**config.mk**
```make
export PLATFORM = sky130hd
export DESIGN_NAME = ckpt_ctrl
export DESIGN_NICKNAME = d
export VERILOG_FILES = /design/src/design/ckpt_pkg.sv /design/src/design/ckpt_ctrl.sv
export SDC_FILE = /design/constraint.sdc
export NUM_CORES = 1
export LEC_CHECK = 0
export BUFFER_PORTS_ARGS = -buffer_cell sky130_fd_sc_hd__buf_2
export CELL_PAD_IN_SITES_DETAIL_PLACEMENT = 1
export CELL_PAD_IN_SITES_GLOBAL_PLACEMENT = 1
export CORE_AREA = 2 2 39 41
export CTS_CLUSTER_DIAMETER = 120
export DETAILED_ROUTE_END_ITERATION = 16
export DIE_AREA = 0 0 41 43
export GPL_ROUTABILITY_DRIVEN = 1
export PLACE_DENSITY_LB_ADDON = 0.12
export SLEW_MARGIN = 10
export SYNTH_ARGS = -nofsm -noshare
export SYNTH_HDL_FRONTEND = slang
export SYNTH_SLANG_ARGS = --single-unit
```
**constraint.sdc**
```tcl
create_clock -name clk -period 1.37 [get_ports clk]
set_input_delay 0.137 -clock clk [delete_from_list [all_inputs] [get_ports clk]]
set_output_delay 0.137 -clock clk [all_outputs]
set_load 0.05 [all_outputs]
```
**src/design/ckpt_pkg.sv**
```systemverilog
package ckpt_pkg;

  localparam int SLOTS_DEF   = 5;
  localparam int PAYLOAD_DEF = 256;

  localparam logic [31:0] CRC_INIT = 32'hFFFF_FFFF;
  localparam logic [31:0] CRC_POLY = 32'hEDB8_8320;

  localparam int              CFG_ADDR_W      = 1;
  localparam logic [CFG_ADDR_W-1:0] ADDR_WIPE_ARMED = 1'b0;

  typedef enum logic [1:0] {
    REQ_CKPT     = 2'd0,
    REQ_ROLLBACK = 2'd1,
    REQ_VERIFY   = 2'd2,
    REQ_WIPE     = 2'd3
  } req_type_t;

  typedef enum logic [2:0] {
    ST_OK        = 3'd0,
    ST_BAD_SLOT  = 3'd1,
    ST_EMPTY     = 3'd2,
    ST_SIZE      = 3'd3,
    ST_NOT_ARMED = 3'd4,
    ST_OFFSET    = 3'd5
  } status_t;

  typedef struct packed {
    req_type_t   req_type;
    logic [7:0]  data_byte;
    logic        last_byte;
    logic [2:0]  slot_index;
    logic [7:0]  read_offset;
    logic [8:0]  capacity;
  } req_t;

  typedef struct packed {
    status_t     status;
    logic [2:0]  written_slot;
    logic [31:0] seq_number;
    logic [8:0]  size_bytes;
    logic [7:0]  read_byte;
    logic        crc_ok;
    logic [2:0]  live_count;
  } res_t;

  // controller to datapath
  typedef struct packed {
    logic accept;
    logic copy;
    logic verify;
    logic rd_fin;
    logic fin;
  } cmd_t;

  // datapath to controller
  typedef struct packed {
    logic room;
    logic commit_go;
    logic verify_go;
    logic rd_go;
    logic walk_end;
  } stat_t;

  function automatic logic [31:0] crc_byte(input logic [31:0] crc, input logic [7:0] b);
    logic [31:0] c;
    c = crc ^ {24'b0, b};
    for (int i = 0; i < 8; i++) begin
      c = (c >> 1) ^ (CRC_POLY & {32{c[0]}});
    end
    return c;
  endfunction

endpackage

```
**src/design/ckpt_ctrl.sv**
```systemverilog
module ckpt_ctrl (
  input  logic            clk,
  input  logic            rst_n,
  input  logic            in_valid,
  output logic            in_ready,
  input  ckpt_pkg::stat_t st_i,
  output ckpt_pkg::cmd_t  cmd_o
);

  typedef enum logic [3:0] {
    S_IDLE = 4'b0001,
    S_RD   = 4'b0010,
    S_COPY = 4'b0100,
    S_VER  = 4'b1000
  } state_t;

  state_t state_r, state_nxt;

  always_comb begin
    cmd_o     = '0;
    in_ready  = 1'b0;
    state_nxt = state_r;
    unique case (state_r)
      S_IDLE: begin
        in_ready     = st_i.room;
        cmd_o.accept = in_valid && st_i.room;
        if (cmd_o.accept) begin
          priority if (st_i.commit_go) state_nxt = S_COPY;
          else if (st_i.verify_go)     state_nxt = S_VER;
          else if (st_i.rd_go)         state_nxt = S_RD;
          else                         state_nxt = S_IDLE;
        end
      end
      S_RD: begin
        cmd_o.rd_fin = 1'b1;
        state_nxt    = S_IDLE;
      end
      S_COPY: begin
        cmd_o.copy = 1'b1;
        if (st_i.walk_end) begin
          cmd_o.fin = 1'b1;
          state_nxt = S_IDLE;
        end
      end
      S_VER: begin
        cmd_o.verify = 1'b1;
        if (st_i.walk_end) begin
          cmd_o.fin = 1'b1;
          state_nxt = S_IDLE;
        end
      end
      default: state_nxt = S_IDLE;
    endcase
  end

  always_ff @(posedge clk) begin
    if (!rst_n) begin
      state_r <= S_IDLE;
    end else begin
      state_r <= state_nxt;
    end
  end

endmodule

```
==> results.py, run 1 <==
metrics = {
    "final_layout": {
        "top_regs": "state_r (4)",
        "fin_nets": 64,
        "seqCellArea_um2": 92.6,
        "fin_area_um2": 572,
        "regMostFlops": "state_r",
        "fill_cells": 157,
        "instances_no_fill": 70,
        "largest_register_ff_count": 4,
        "area_growth_pct": 114,
        "final_layout_size_suffix_gt1_frac": 0.704,
        "multiInputGateArea_um2": 251,
        "antenna_cells": 0,
    },
    "place": {
        "post_dp_cell_area_um2": 428,
        "gp_congestion": 0.701,
        "place.port_buffers": 13,
        "place_ws_ns": 0.0507,
        "dp.cells": 65,
        "dpl.hpwl_um": 668,
    },
    "pwr": {
        "p_per_area_nw_per_um2": 691,
        "clkPwrFrac": 0.363,
        "p_comb_frac": 0.320,
        "sw_frac_of_total": 0.299,
        "switchingPower_uw": 118,
        "power.leakage_uw": 0.000234,
        "power_frac_seq": 0.317,
        "internal_power_uw": 277,
        "total_power_uw": 395,
        "peakVddDrop_mv": 0.347,
    },
    "critical_path": {
        "endpoint": "cmd_o[4]",
        "path_max_fanout": 6,
        "worstPathRequired_ns": 1.23,
        "rr_startpoint": "state_r[1]$_SDFFE_PN0P_",
        "critPathKind": "flop to output port",
        "critPathLaunch": "state_r[1]$_SDFFE_PN0P_",
        "critPathCaptureType": "output port",
        "rr_endpoint": "state_r[0]$_SDFFE_PN1P_",
        "cp.arrival_ns": 1.25,
        "max_stage_delay_ns": 0.36,
        "crit_chain": "nor4b_4, nand3_1, inv_1, buf_6",
        "ff2ff_setup_slack_ns": 0.12,
        "crit_path_start_kind": "flop",
        "slowest_stage": "dfxtp_4",
        "rr_worst_depth": 3,
    },
    "sta": {
        "period_needed_ns": 1.39,
        "worstMarginPinSlew_ns": 0.224,
        "drv_slew": 0,
        "finalClockSkew_ns": 0.00144,
        "rsz0062_at_grt": "true",
        "layout_worst_path_cycle_share": 1.01,
        "setup_viol": 1,
        "slew_headroom": 0.850,
        "final_hold_viol_count": 0,
        "setup_ws_ns": -0.0192,
        "fmax_mhz": 720,
        "whs_ns": 0.0962,
    },
    "yosys": {
        "synth_nets": 38,
        "seq_area_frac_synth": 0.299,
        "synthCells": 30,
        "ys_types": 18,
        "ys_ff_latch": 4,
        "syn_area_um2": 268,
        "syn_avg_cell_area_um2": 8.93,
        "yosys_warnings": 0,
    },
    "run": {
        "drv_cap": 0,
    },
    "route": {
        "wl_um": 838,
        "ant_nets": 0,
        "vias_per_cell": 4.76,
        "drc": 0,
        "wl_per_cell_um": 12.0,
        "vias": 333,
        "drt-initial-drc-count": 3,
        "first_pass_iters": 3,
    },
    "outcome": {
        "violations": "negative setup slack",
        "status": "finished with violations",
    },
    "floorplan": {
        "pin_count": 14,
        "dieArea_um2": 1760,
        "die_x_um": 41,
        "core-area_um2": 1380,
        "initial_core_util": 0.193,
        "die_y_um": 43,
        "rows": 14,
    },
    "cts": {
        "cts_root_buf": "clkbuf_4",
        "clock-sinks": 4,
        "cts.path.max_buffers": 2,
        "insertion_delay_ns": 0.23,
        "clkTransAtPathRegs_ns": 0.04,
        "cts_buffers": 3,
        "htree_levels": 1,
        "cts_tree": "built",
    },
    "grt": {
        "grt_pass1_wl_um": 1320,
        "grt_use_total": 0.108,
        "grt.overflow.total": 0,
        "grt_max_degree": 7,
        "antenna_found_initial": 0,
        "grt_pass1_vias": 339,
    },
    "hold_path": {
        "hp-class": "input pin to flop",
    },
}
[power groups by stage]
stage,Sequential [uW],Clock [uW],Combinational [uW]
6_report,125,143,126
2_1_floorplan,131,0,62.2
3_3_place_gp,130,0,103
3_5_place_dp,130,0,104
5_1_grt,126,160,136
4_1_cts,126,154,119
[through the flow]
stage	util	setup TNS (ns)
2_1_floorplan	-	-0.503
3_3_place_gp	0.309	0
3_5_place_dp	0.309	0
4_1_cts	0.365	-0.0734
5_1_grt	0.413	-0.252
6_report	0.413	-0.0192
[worst max-delay path: cells and delay by family, from the launching register on]
family | cells | cell delay (ns)
and+or+nand+nor | 2 | 0.42
DFF | 1 | 0.36
buffers and inverters | 2 | 0.24
[final cells by class]
cell class              instances  share of cell area
clock buffers                   3              0.0394
inverters                       2              0.0131
multi-input cells              23               0.440
flip-flops and latches          4               0.162
well taps                      16              0.0350
repair buffers                 22               0.311
[synthesized netlist by cell type]
| cell type | n | area, um^2 |
|---|---|---|
| nor3b_1 | 1 | 7.51 |
| or4b_4 | 1 | 13.8 |
| nor4_1 | 1 | 6.26 |
| nor4_2 | 1 | 12.5 |
| nand2_1 | 4 | 15.0 |
| nand3_1 | 2 | 10.0 |
| o22ai_1 | 2 | 12.5 |
| nor4b_2 | 1 | 15.0 |
| inv_1 | 2 | 7.51 |
| buf_6 | 1 | 11.3 |
| nor4b_1 | 4 | 35.0 |
| and2_1 | 1 | 6.26 |
| o21a_1 | 1 | 7.51 |
| nor3_1 | 1 | 5.00 |
| or3_1 | 1 | 6.26 |
| xnor2_1 | 1 | 8.76 |
| dfxtp_1 | 4 | 80.1 |
| nand3b_1 | 1 | 7.51 |
[how the worst min path moves through the flow]
stage                       start                       to  depth (start not counted)
after detailed placement  st_i[2]  state_r[1]$_SDFFE_PN0P_                          2
after global routing      st_i[2]  state_r[1]$_SDFFE_PN0P_                          2
after CTS                 st_i[2]  state_r[1]$_SDFFE_PN0P_                          2
after global placement    st_i[2]  state_r[1]$_SDFFE_PN0P_                          2
final                     st_i[2]  state_r[1]$_SDFFE_PN0P_                          2
after floorplan             rst_n  state_r[0]$_SDFFE_PN1P_                          1
[cells by family (layout without fill, tap and decap cells)]
kind of cell | after synthesis | in the layout | share of synthesized area
flops | 4 | 4 | 0.299
compound gates | 3 | 3 | 0.0748
xor+xnor | 1 | 1 | 0.0327
buf+inv | 3 | 27 | 0.0701
simple gates | 19 | 19 | 0.523
[metal layers]
| metal | track usage | vias up | share of wire |
|---|---|---|---|
| met5 | 0 | - | 0 |
| li1 | - | 166 | - |
| met2 | 0.163 | 11 | 0.57 |
| met3 | 0.0314 | 0 | 0.033 |
| met4 | 0.0400 | 0 | 0 |
| met1 | 0.141 | 156 | 0.39 |
[what timing repair did]
item / in CTS / in global routing
resized for setup: 16 / 11
hold buffers: 0 / 0
hold endpoints to repair: 0 / 0
endpoints found under the setup margin: 6 / 7
buffers inserted: 1 / 1
pin swaps: 3 / 4
[cell usage in the layout, fill, tap and decap left out, drive strengths merged, types with 2 or more instances in the layout]
cell    Yosys  final
o22ai       2      2
buf         1     22
nor4        2      2
nor4b       5      5
nand2       4      4
inv         2      2
nand3       2      2
clkbuf      0      3
dfxtp       4      4
No activity file was read; power rests on OpenSTA's default activity.
==> inputs of run 2 (changes only) <==
--- a/config.mk
+++ b/config.mk
@@ -8,4 +8,2 @@
 export BUFFER_PORTS_ARGS = -buffer_cell sky130_fd_sc_hd__buf_2
-export CELL_PAD_IN_SITES_DETAIL_PLACEMENT = 1
-export CELL_PAD_IN_SITES_GLOBAL_PLACEMENT = 1
 export CORE_AREA = 2 2 39 41
--- a/constraint.sdc
+++ b/constraint.sdc
@@ -3,2 +3,2 @@
 set_output_delay 0.137 -clock clk [all_outputs]
-set_load 0.05 [all_outputs]
+set_load 0.02 [all_outputs]
==> results.py, run 2 (synthesized netlist as in run 1, its figures left out) <==
metrics = {
    "outcome": {
        "status": "finished with violations",
        "violations": "negative setup slack",
    },
    "sta": {
        "finalClockSkew_ns": 0.00346,
        "drv_slew": 0,
        "worstMarginPinSlew_ns": 0.280,
        "fmax_mhz": 711,
        "layout_worst_path_cycle_share": 1.03,
        "rsz0062_at_grt": "true",
        "period_needed_ns": 1.41,
        "setup_ws_ns": -0.0369,
        "slew_headroom": 0.812,
        "final_hold_viol_count": 0,
        "finalSetupTns_ns": -0.0853,
        "setup_viol": 4,
    },
    "critical_path": {
        "critPathLaunch": "state_r[2]$_SDFFE_PN0P_",
        "crit_chain": "nor4b_4, nand3_2, inv_2, buf_6",
        "max_stage_delay_ns": 0.36,
        "slowest_stage": "dfxtp_4",
        "crit_path_start_kind": "flop",
        "worstPathRequired_ns": 1.23,
        "cp.arrival_ns": 1.27,
        "critPathKind": "flop to output port",
        "path_max_fanout": 5,
        "critPathCaptureType": "output port",
        "rr_startpoint": "state_r[2]$_SDFFE_PN0P_",
    },
    "grt": {
        "grt_pass1_vias": 299,
        "grt_max_degree": 8,
        "grt_use_total": 0.0993,
        "grt_pass1_wl_um": 1170,
        "antenna_found_initial": 0,
        "grt.overflow.total": 0,
    },
    "final_layout": {
        "fill_cells": 155,
        "fin_nets": 58,
        "top_regs": "state_r (4)",
        "largest_register_ff_count": 4,
        "regMostFlops": "state_r",
        "final_layout_size_suffix_gt1_frac": 0.646,
        "seqCellArea_um2": 92.6,
        "multiInputGateArea_um2": 203,
        "antenna_cells": 0,
        "area_growth_pct": 69.6,
        "final_common_cell": "buf_2",
        "final_cell_mix": "9 x buf_2, 4 x nand2_1, 4 x buf_4",
        "postLayoutCoreUtil": 0.328,
    },
    "route": {
        "drt-initial-drc-count": 2,
        "first_pass_iters": 4,
        "wl_per_cell_um": 11.6,
        "drc": 0,
        "vias_per_cell": 4.97,
        "ant_nets": 0,
        "wl_um": 742,
        "vias": 318,
    },
    "cts": {
        "cts_tree": "built",
        "htree_levels": 1,
        "clkTransAtPathRegs_ns": 0.04,
        "cts_buffers": 3,
        "clock-sinks": 4,
        "cts_root_buf": "clkbuf_4",
        "cts.path.max_buffers": 2,
        "insertion_delay_ns": 0.24,
        "cts-hold-fix-buffers": 0,
    },
    "floorplan": {
        "initial_core_util": 0.193,
        "pin_count": 14,
        "rows": 14,
        "die_x_um": 41,
        "core-area_um2": 1380,
        "die_y_um": 43,
        "dieArea_um2": 1760,
    },
    "run": {
        "drv_cap": 0,
    },
    "pwr": {
        "power.leakage_uw": 0.000195,
        "peakVddDrop_mv": 0.351,
        "p_per_area_nw_per_um2": 795,
    },
    "place": {
        "place.port_buffers": 13,
        "gp_congestion": 0.700,
    },
    "hold_path": {
        "hp-class": "input pin to flop",
        "worstHoldStart": "st_i[2]",
    },
}
## run 2: cell types whose count changed in the layout (fill, tap and decap cells not counted), sizes merged
| cell | previous run | this run |
|---|---|---|
| buf | 22 | 16 |
## run 2: layout make-up
| cell class | count | area share |
|---|---|---|
| Timing Repair Buffer | 16 | 0.240 |
| Multi-Input combinational cell | 23 | 0.446 |
| Clock buffer | 3 | 0.0496 |
| Sequential cell | 4 | 0.204 |
| Tap cell | 16 | 0.0441 |
| Inverter | 2 | 0.0165 |
## run 2: critical path: cells and delay by family, from the launching register on
family	cells	cell delay, ns
simple gates	2	0.49
flops	1	0.36
buf+inv	2	0.19
## run 2: worst paths after layout
check                                                to  slack [ns]  cells after the start
worst max-delay path                           cmd_o[4]       -0.04                      4
worst min-delay path            state_r[1]$_SDFFE_PN0P_        0.09                      2
worst max register to register  state_r[3]$_SDFFE_PN0P_        0.11                      3
worst min register to register  state_r[2]$_SDFFE_PN0P_        0.57                      2
## run 2: per-stage QoR
stage          setup slack (ns)  total power [uW]  instances  hold slack (ns)  area, um^2
3_3_place_gp             0.0917               201         60            0.338         363
4_1_cts                 -0.0529               364         64           0.0824         434
6_report                -0.0369               361         64           0.0934         454
3_5_place_dp             0.0859               201         60            0.339         363
5_1_grt                 -0.0989               387         64           0.0926         454
2_1_floorplan            0.0384               175         30            0.209         274
## run 2: where the power goes
| part | internal [uW] | switching (uW) | leakage [uW] |
|---|---|---|---|
| Combinational | 46.9 | 40.9 | 0.000146 |
| Clock | 97.9 | 47.6 | 0.0000138 |
| Sequential | 119 | 8.62 | 0.0000346 |
## run 2: repair_timing
action | 4_1_cts | 5_1_grt
setup buffers | 1 | 0
endpoints found under the setup margin | 6 | 6
pin swaps | 2 | 2
resized for setup | 12 | 7
## run 2: metal layers
metal | part of all wire | track usage | routed length (um) | vias to the layer above
met5 | 0 | 0 | 0 | -
met4 | 0.036 | 0.0800 | 27 | 0
met3 | 0.088 | 0.0209 | 65 | 4
met2 | 0.45 | 0.147 | 337 | 16
met1 | 0.42 | 0.115 | 311 | 144
li1 | - | - | - | 154
==> inputs of run 3 (changes only) <==
Clock period 1.37 ns to 1.6 ns, I/O delays scaled along.
==> results.py, run 3 (synthesized netlist as in run 1, its figures left out) <==
metrics = {
    "grt": {
        "grt_pass1_wl_um": 1010,
        "grt_use_total": 0.0843,
        "grt.overflow.total": 0,
        "grt_max_degree": 9,
        "antenna_found_initial": 0,
        "grt_pass1_vias": 251,
    },
    "pwr": {
        "power.leakage_uw": 0.000171,
        "power_frac_seq": 0.375,
        "clkPwrFrac": 0.426,
        "p_per_area_nw_per_um2": 797,
        "p_comb_frac": 0.198,
        "total_power_uw": 300,
        "peakVddDrop_mv": 0.268,
        "sw_frac_of_total": 0.268,
        "switchingPower_uw": 80.6,
        "internal_power_uw": 220,
    },
    "sta": {
        "setup_viol": 0,
        "worstMarginPinSlew_ns": 0.291,
        "finalSetupTns_ns": 0,
        "period_needed_ns": 1.46,
        "layout_worst_path_cycle_share": 0.910,
        "drv_slew": 0,
        "final_hold_viol_count": 0,
        "fmax_mhz": 687,
        "finalClockSkew_ns": 0.00626,
        "rsz0062_at_grt": "false",
        "slew_headroom": 0.803,
        "whs_ns": 0.116,
    },
    "critical_path": {
        "crit_buf_inv": 2,
        "critPathLaunch": "state_r[3]$_SDFFE_PN0P_",
        "max_stage_delay_ns": 0.36,
        "critPathCaptureType": "output port",
        "crit_path_start_kind": "flop",
        "critPathKind": "flop to output port",
        "crit_chain": "nor4b_4, nand3_1, inv_1, buf_2",
        "path_max_fanout": 8,
        "rr_startpoint": "state_r[1]$_SDFFE_PN0P_",
        "crit_family": "simple AND/OR/NAND/NOR gates",
        "ff2ff_setup_slack_ns": 0.30,
        "cp.arrival_ns": 1.30,
        "slowest_stage": "dfxtp_2",
        "worstPathRequired_ns": 1.44,
    },
    "route": {
        "ant_nets": 0,
        "drc": 0,
        "first_pass_iters": 4,
        "wl_um": 623,
        "wl_per_cell_um": 10.2,
        "vias_per_cell": 4.66,
        "vias": 284,
        "drt-initial-drc-count": 4,
    },
    "cts": {
        "cts.path.max_buffers": 2,
        "htree_levels": 1,
        "cts_tree": "built",
        "clock-sinks": 4,
        "cts_setup_buffers": 0,
        "clkTransAtPathRegs_ns": 0.04,
        "insertion_delay_ns": 0.24,
        "cts_buffers": 3,
        "cts-hold-fix-buffers": 0,
        "cts_root_buf": "clkbuf_4",
    },
    "final_layout": {
        "final_layout_size_suffix_gt1_frac": 0.489,
        "fin_nets": 55,
        "top_regs": "state_r (4)",
        "largest_register_ff_count": 4,
        "fill_cells": 154,
        "regMostFlops": "state_r",
        "fin_area_um2": 377,
        "antenna_cells": 0,
        "final_cell_mix": "13 x buf_2, 4 x nor4b_1, 4 x nand2_1",
        "postLayoutCoreUtil": 0.272,
        "area_growth_pct": 40.7,
        "final_common_cell": "buf_2",
    },
    "floorplan": {
        "pin_count": 14,
        "dieArea_um2": 1760,
        "core-area_um2": 1380,
        "rows": 14,
        "die_y_um": 43,
        "initial_core_util": 0.193,
        "die_x_um": 41,
    },
    "hold_path": {
        "hp-class": "input pin to flop",
        "worstHoldStart": "st_i[2]",
    },
    "outcome": {
        "status": "complete, no violations",
    },
    "run": {
        "drv_cap": 0,
    },
    "place": {
        "place.port_buffers": 13,
        "dpl.hpwl_um": 501,
        "gp_congestion": 0.731,
        "post_dp_cell_area_um2": 342,
    },
}
## run 3: changes by cell type in the layout (fill, tap and decap cells not counted), moves of 2 or more
cell,previous run,this run
buf_2,9,13
buf_4,4,0
buf_6,3,0
dfxtp_4,3,0
dfxtp_2,1,3
nor4b_1,2,4
nor4b_2,2,0
## run 3: power by group through the flow
stage	combinational, uW	clock [uW]	sequential, uW
3_3_place_gp	58.0	0	113
6_report	59.5	128	113
4_1_cts	57.3	130	111
3_5_place_dp	56.9	0	113
2_1_floorplan	38.9	0	110
5_1_grt	66.6	133	114
## run 3: what timing repair did
item / in CTS / in global routing
endpoints found under the hold margin: 0 / 0
resized for setup: 0 / 4
setup endpoints to repair: 0 / 2
## run 3: layout make-up
type / count / area, um^2 / share of cell area
clock buffer: 3 / 22.5 / 0.0598
inverter: 2 / 7.51 / 0.0199
multi-input combinational: 23 / 178 / 0.472
sequential: 4 / 83.8 / 0.223
tap: 16 / 20.0 / 0.0532
timing repair buffer: 13 / 65.1 / 0.173
## run 3: final timing paths
kind	to	depth (start not counted)
setup / recovery	cmd_o[4]	4
hold / removal	state_r[1]$_SDFFE_PN0P_	2
setup reg to reg	state_r[3]$_SDFFE_PN0P_	3
hold reg to reg	state_r[2]$_SDFFE_PN0P_	2
## run 3: per-layer routing
layer,vias up,track usage,share of wire
li1,145,-,-
met1,123,0.116,0.48
met2,14,0.113,0.41
met3,2,0.0157,0.079
met4,0,0.0600,0.030
met5,-,0,0
## run 3: per-stage QoR
| stage | setup WS (ns) | std cells |
|---|---|---|
| final | 0.144 | 61 |
| after global routing | 0.0332 | 61 |
| after CTS | 0.0572 | 61 |
| after detailed placement | 0.317 | 58 |
| after global placement | 0.287 | 58 |
| after floorplan | 0.161 | 30 |
